==> config.mk <==
export PLATFORM = sky130hd
export DESIGN_NAME = salq_ctrl
export DESIGN_NICKNAME = d
export VERILOG_FILES = /design/src/design/salq_pkg.sv /design/src/design/salq_ctrl.sv
export SDC_FILE = /design/constraint.sdc
export NUM_CORES = 1
export LEC_CHECK = 0
export ABC_AREA = 0
export BUFFER_PORTS_ARGS = -buffer_cell sky130_fd_sc_hd__buf_4
export CAP_MARGIN = 10
export CORE_AREA = 2 2 39 41
export DETAILED_ROUTE_END_ITERATION = 6
export DIE_AREA = 0 0 41 43
export GPL_ROUTABILITY_DRIVEN = 0
export SLEW_MARGIN = 30
export SYNTH_ARGS = -nofsm -noshare
export SYNTH_HDL_FRONTEND = slang
export SYNTH_SLANG_ARGS = --single-unit
==> constraint.sdc <==
create_clock -name clk -period 2 [get_ports clk]
set_input_delay 0 -clock clk [delete_from_list [all_inputs] [get_ports clk]]
set_output_delay 0 -clock clk [all_outputs]
set_load 0.01 [all_outputs]
==> src/design/salq_pkg.sv <==
// ----------------------------------------------------------------------------
// salq_pkg
// Types and codes for the stack and lettered queue block.
// ----------------------------------------------------------------------------
`timescale 1ns / 1ps
`default_nettype none

package salq_pkg;

	localparam int DATA_W = 32;
	localparam int QIDX_W = 5;

	typedef enum logic [1:0] {
		OP_PUSH    = 2'd0,
		OP_POP     = 2'd1,
		OP_ENQUEUE = 2'd2,
		OP_DEQUEUE = 2'd3
	} op_t;

	typedef enum logic [2:0] {
		ST_OK          = 3'd0,
		ST_STACK_EMPTY = 3'd1,
		ST_STACK_FULL  = 3'd2,
		ST_QUEUE_EMPTY = 3'd3,
		ST_QUEUE_FULL  = 3'd4
	} status_t;

	typedef struct packed {
		op_t                      op;
		logic signed [DATA_W-1:0] push_value;
		logic [QIDX_W-1:0]        queue_index;
	} req_t;

	typedef struct packed {
		logic signed [DATA_W-1:0] read_value;
		status_t                  status;
	} rsp_t;

	typedef struct packed {
		logic load;
		logic exec;
		logic resp;
	} cmd_t;

endpackage

`default_nettype wire

==> src/design/salq_ctrl.sv <==
// ----------------------------------------------------------------------------
// salq_ctrl
// Request sequencer: accept, execute, respond.
// ----------------------------------------------------------------------------
`timescale 1ns / 1ps
`default_nettype none

module salq_ctrl
	import salq_pkg::*;
(
	input  wire logic clk,
	input  wire logic arst_n,
	input  wire logic start,
	output logic      busy,
	output logic      done,
	output cmd_t      cmd
);

	typedef enum logic [2:0] {
		S_IDLE = 3'b001,
		S_EXEC = 3'b010,
		S_RESP = 3'b100
	} state_t;

	state_t state_q;
	state_t state_d;

	assign busy     = (state_q == S_EXEC);
	assign done     = (state_q == S_RESP);
	assign cmd.load = start && !busy;
	assign cmd.exec = (state_q == S_EXEC);
	assign cmd.resp = (state_q == S_RESP);

	always_comb begin
		case (state_q)
			S_IDLE:  state_d = start ? S_EXEC : S_IDLE;
			S_EXEC:  state_d = S_RESP;
			S_RESP:  state_d = start ? S_EXEC : S_IDLE;
			default: state_d = S_IDLE;
		endcase
	end

	always_ff @(posedge clk or negedge arst_n) begin
		if (!arst_n) begin
			state_q <= S_IDLE;
		end else begin
			state_q <= state_d;
		end
	end

endmodule

`default_nettype wire

==> metrics.txt <==
# TYPE chip_impl_metric gauge
chip_impl_info{name="status",value="complete, no violations"} 1
chip_impl_info{name="tritoncts",value="yes"} 1
chip_impl_metric{name="die_area",unit="um2"} 1760
chip_impl_metric{name="area_taken_by_flip_flops_and_latches",unit="um2"} 76.3
chip_impl_metric{name="fp.dieH",unit="um"} 43
chip_impl_info{name="worst_r2r_endpoint",value="state_q[0]"} 1
chip_impl_metric{name="worst_ep_arrival_time",unit="ns"} 1.17
chip_impl_metric{name="timing.final.crit_period",unit="ns"} 1.17
chip_impl_metric{name="timing.reg2reg.worst_path_depth",unit=""} 2
chip_impl_info{name="cts.root.buffer_cell",value="sky130_fd_sc_hd__clkbuf_4"} 1
chip_impl_metric{name="post_drt_via_cell_ratio",unit=""} 3.05
chip_impl_info{name="worstHoldPathType",value="in -> reg"} 1
chip_impl_metric{name="worst_pin_slew",unit="ns"} 0.316
chip_impl_info{name="synthTopCellsByArea",value="sky130_fd_sc_hd__dfrtp_1, sky130_fd_sc_hd__dfstp_2, sky130_fd_sc_hd__buf_4"} 1
chip_impl_metric{name="relSlewSlack",unit="%"} 78.9
chip_impl_metric{name="maximum_number_of_pins_on_one_net_before_global_route_repair",unit=""} 6
chip_impl_metric{name="yosysTopAreaCellShare",unit="%"} 34.2
chip_impl_metric{name="final_antenna_net_count",unit=""} 0
chip_impl_metric{name="final_design_area_no_fill",unit="um2"} 240
chip_impl_metric{name="synthesis.area",unit="um2"} 146
chip_impl_metric{name="initialDrtViolationCount",unit=""} 3
chip_impl_metric{name="critical_path_peak_fanout",unit=""} 5
chip_impl_metric{name="drc_errors",unit=""} 0
chip_impl_metric{name="post_syn_instances",unit=""} 12
chip_impl_metric{name="buffer_ports.inserted",unit=""} 7
chip_impl_metric{name="timing.fmax",unit="MHz"} 852
chip_impl_metric{name="number_of_buffers_inserted_during_clock_tree_synthesis",unit=""} 3
chip_impl_metric{name="multi_input_area",unit="um2"} 55.1
chip_impl_metric{name="rrSetupSlack",unit="ns"} 1.02
chip_impl_metric{name="synth_seq_area_share",unit="%"} 52.1
chip_impl_metric{name="routed_wl",unit="um"} 329
chip_impl_info{name="worst_setup_ep_type",value="primary output"} 1
chip_impl_metric{name="pin_count",unit=""} 8
chip_impl_info{name="mostFrequentLayoutCells",value="sky130_fd_sc_hd__buf_4, sky130_fd_sc_hd__clkbuf_4, sky130_fd_sc_hd__dfrtp_1"} 1
chip_impl_metric{name="insertedDiodeCount",unit=""} 0
chip_impl_info{name="reg_top3",value="state_q (3)"} 1
chip_impl_info{name="min_from",value="start"} 1
chip_impl_metric{name="placement.cell_area",unit="um2"} 204
chip_impl_metric{name="initial_core_utilization",unit="%"} 10.6
chip_impl_info{name="timing.critical_path.from_type",value="register"} 1
chip_impl_metric{name="synth.ff_latch_count",unit=""} 3
chip_impl_metric{name="fillers",unit=""} 151
chip_impl_info{name="final_common_cell",value="sky130_fd_sc_hd__buf_4"} 1
chip_impl_metric{name="min_path_cells",unit=""} 3
chip_impl_metric{name="clkLatencyLatePin",unit="ns"} 0.23
chip_impl_info{name="synth_area_leader_cell",value="sky130_fd_sc_hd__dfrtp_1"} 1
chip_impl_metric{name="area.growth.synth_to_final",unit="%"} 64.1
chip_impl_metric{name="final.setup_skew",unit="ns"} 0.000621
chip_impl_metric{name="fraction_of_layout_cells_with_a_size_suffix_above_1",unit="%"} 54.5
chip_impl_metric{name="die_width",unit="um"} 41
chip_impl_metric{name="yosys.area_share.xor_xnor",unit="%"} 5.98
chip_impl_metric{name="setup_viol",unit=""} 0
chip_impl_metric{name="vdd_ir_drop_max",unit="mV"} 0.461
chip_impl_metric{name="mappedNetlistNets",unit=""} 15
chip_impl_metric{name="synth.avg_cell_area",unit="um2"} 12.2
chip_impl_info{name="hold_path_end",value="state_q[1]"} 1
chip_impl_metric{name="via_count",unit=""} 116
chip_impl_info{name="largest-register",value="state_q"} 1
chip_impl_metric{name="layout_worst_path_cycle_share",unit="%"} 58.7
chip_impl_metric{name="clk_pin_slew_worst_paths",unit="ns"} 0.04
chip_impl_metric{name="synthesized_area_fraction_occupied_by_ao_oa_aoi_and_oai_cells",unit="%"} 6.84
chip_impl_metric{name="finalSetupTns",unit="ns"} 0
chip_impl_metric{name="synthSimpleGateAreaFrac",unit="%"} 24.8
chip_impl_metric{name="finalNetCount",unit=""} 26
chip_impl_metric{name="drv_cap",unit=""} 0
chip_impl_metric{name="grt_first_pass_wirelength",unit="um"} 545
chip_impl_info{name="crit_type",value="reg -> out"} 1
chip_impl_metric{name="firstDrtPassIters",unit=""} 3
chip_impl_metric{name="cts_htree_levels",unit=""} 1
chip_impl_metric{name="synth.mux.area_fraction",unit="%"} 0
chip_impl_metric{name="rows",unit=""} 14
chip_impl_metric{name="grt.total_usage",unit="%"} 5.23
chip_impl_metric{name="ys.warnings.count",unit=""} 0
chip_impl_metric{name="synth_fa_ha_area_share",unit="%"} 0
chip_impl_metric{name="timing_max_transition_violations_final",unit=""} 0
chip_impl_metric{name="grt_antenna_before_repair",unit=""} 0
chip_impl_metric{name="finalHoldViolCount",unit=""} 0
chip_impl_info{name="worstReg2RegStart",value="state_q[2]"} 1
chip_impl_metric{name="routed_wire_length_per_instance",unit="um"} 8.66
chip_impl_metric{name="floorplan.core_area",unit="um2"} 1380
chip_impl_metric{name="power_density",unit="nW/um2"} 1280
chip_impl_metric{name="required",unit="ns"} 2.00
chip_impl_metric{name="yosys.cell_types.count",unit=""} 10
chip_impl_metric{name="grt_pass1_vias",unit=""} 126
chip_impl_metric{name="clock_tree_sinks",unit=""} 3
chip_impl_metric{name="total_global_routing_overflow",unit=""} 0
chip_impl_metric{name="p_leak",unit="nW"} 0.111
chip_impl_info{name="grt_setup_unrepaired",value="false"} 1
chip_impl_info{name="main_combinational_cell_family_by_area_after_synthesis",value="simple AND/OR/NAND/NOR gates"} 1
chip_impl_metric{name="largest_register_ffs",unit=""} 3
chip_impl_metric{name="cts-resized-gates",unit=""} 0
chip_impl_metric{name="ctsLongestPathBuffers",unit=""} 2
==> metal layers <==
metal	share of wire [%]	global-route usage, %
met5	0	0
met4	0	2.00
met3	21	6.81
met2	28	5.00
met1	50	6.45
==> report_power, final <==
part | internal (mW) | total (mW) | leakage [nW] | switching [mW]
Combinational | 0.0541 | 0.0927 | 0.0588 | 0.0386
Clock | 0.0747 | 0.106 | 0.0150 | 0.0308
Sequential | 0.0902 | 0.110 | 0.0371 | 0.0197
Total | 0.219 | 0.308 | 0.111 | 0.0891
==> synthesized netlist by cell type <==
library cell / instances
sky130_fd_sc_hd__buf_4: 2
sky130_fd_sc_hd__nand2b_1: 1
sky130_fd_sc_hd__o21ba_1: 1
sky130_fd_sc_hd__dfstp_2: 1
sky130_fd_sc_hd__nor3b_2: 1
sky130_fd_sc_hd__nor2b_1: 1
sky130_fd_sc_hd__dfrtp_1: 2
sky130_fd_sc_hd__nor3b_1: 1
sky130_fd_sc_hd__nor2_1: 1
sky130_fd_sc_hd__xnor2_1: 1
==> final cells by class <==
class	count	share of cell area, %
Clock buffer	4	10.9
Multi-Input combinational cell	7	22.9
Sequential cell	3	31.8
Tap cell	16	8.33
Timing Repair Buffer	8	26.0
==> critical path, cell delays in order, from the launching register on <==
cell	delay (ns)
sky130_fd_sc_hd__dfrtp_1	0.40
sky130_fd_sc_hd__nor3b_2	0.31
sky130_fd_sc_hd__nor2b_1	0.08
sky130_fd_sc_hd__buf_4	0.15
==> cells by family (layout without fill, tap and decap cells) <==
| kind of cell | Yosys count | in the layout |
|---|---|---|
| XOR/XNOR | 1 | 1 |
| flip-flops | 3 | 3 |
| AND/OR/NAND/NOR | 5 | 5 |
| AO/OA/AOI/OAI | 1 | 1 |
| buffers and inverters | 2 | 12 |
==> how the worst max path moves through the flow <==
stage,cells after the start,slack [ns],from,end
2_1_floorplan,2,1.02,state_q[2],state_q[0]
3_3_place_gp,2,1.04,state_q[2],state_q[0]
3_5_place_dp,2,1.02,state_q[2],state_q[0]
4_1_cts,3,0.80,state_q[2],cmd[2]
5_1_grt,3,0.72,state_q[2],cmd[2]
6_report,3,0.83,state_q[2],cmd[2]
==> timing repair <==
action,CTS,global route
hold endpoints to repair,3,0
setup buffers,0,0
hold buffers,1,0
==> metrics by stage <==
step	utilization, %	instances	hold slack, ns	total power, mW	setup slack (ns)
after global placement	14.7	33	-0.208	0.198	1.04
after detailed placement	14.7	33	-0.206	0.201	1.02
after global routing	17.4	38	0.0676	0.337	0.715
after floorplan	-	12	-0.296	0.172	1.02
final	17.4	38	0.0539	0.308	0.826
after CTS	17.4	38	0.0421	0.316	0.797
Power figures use the tool's default switching activity.
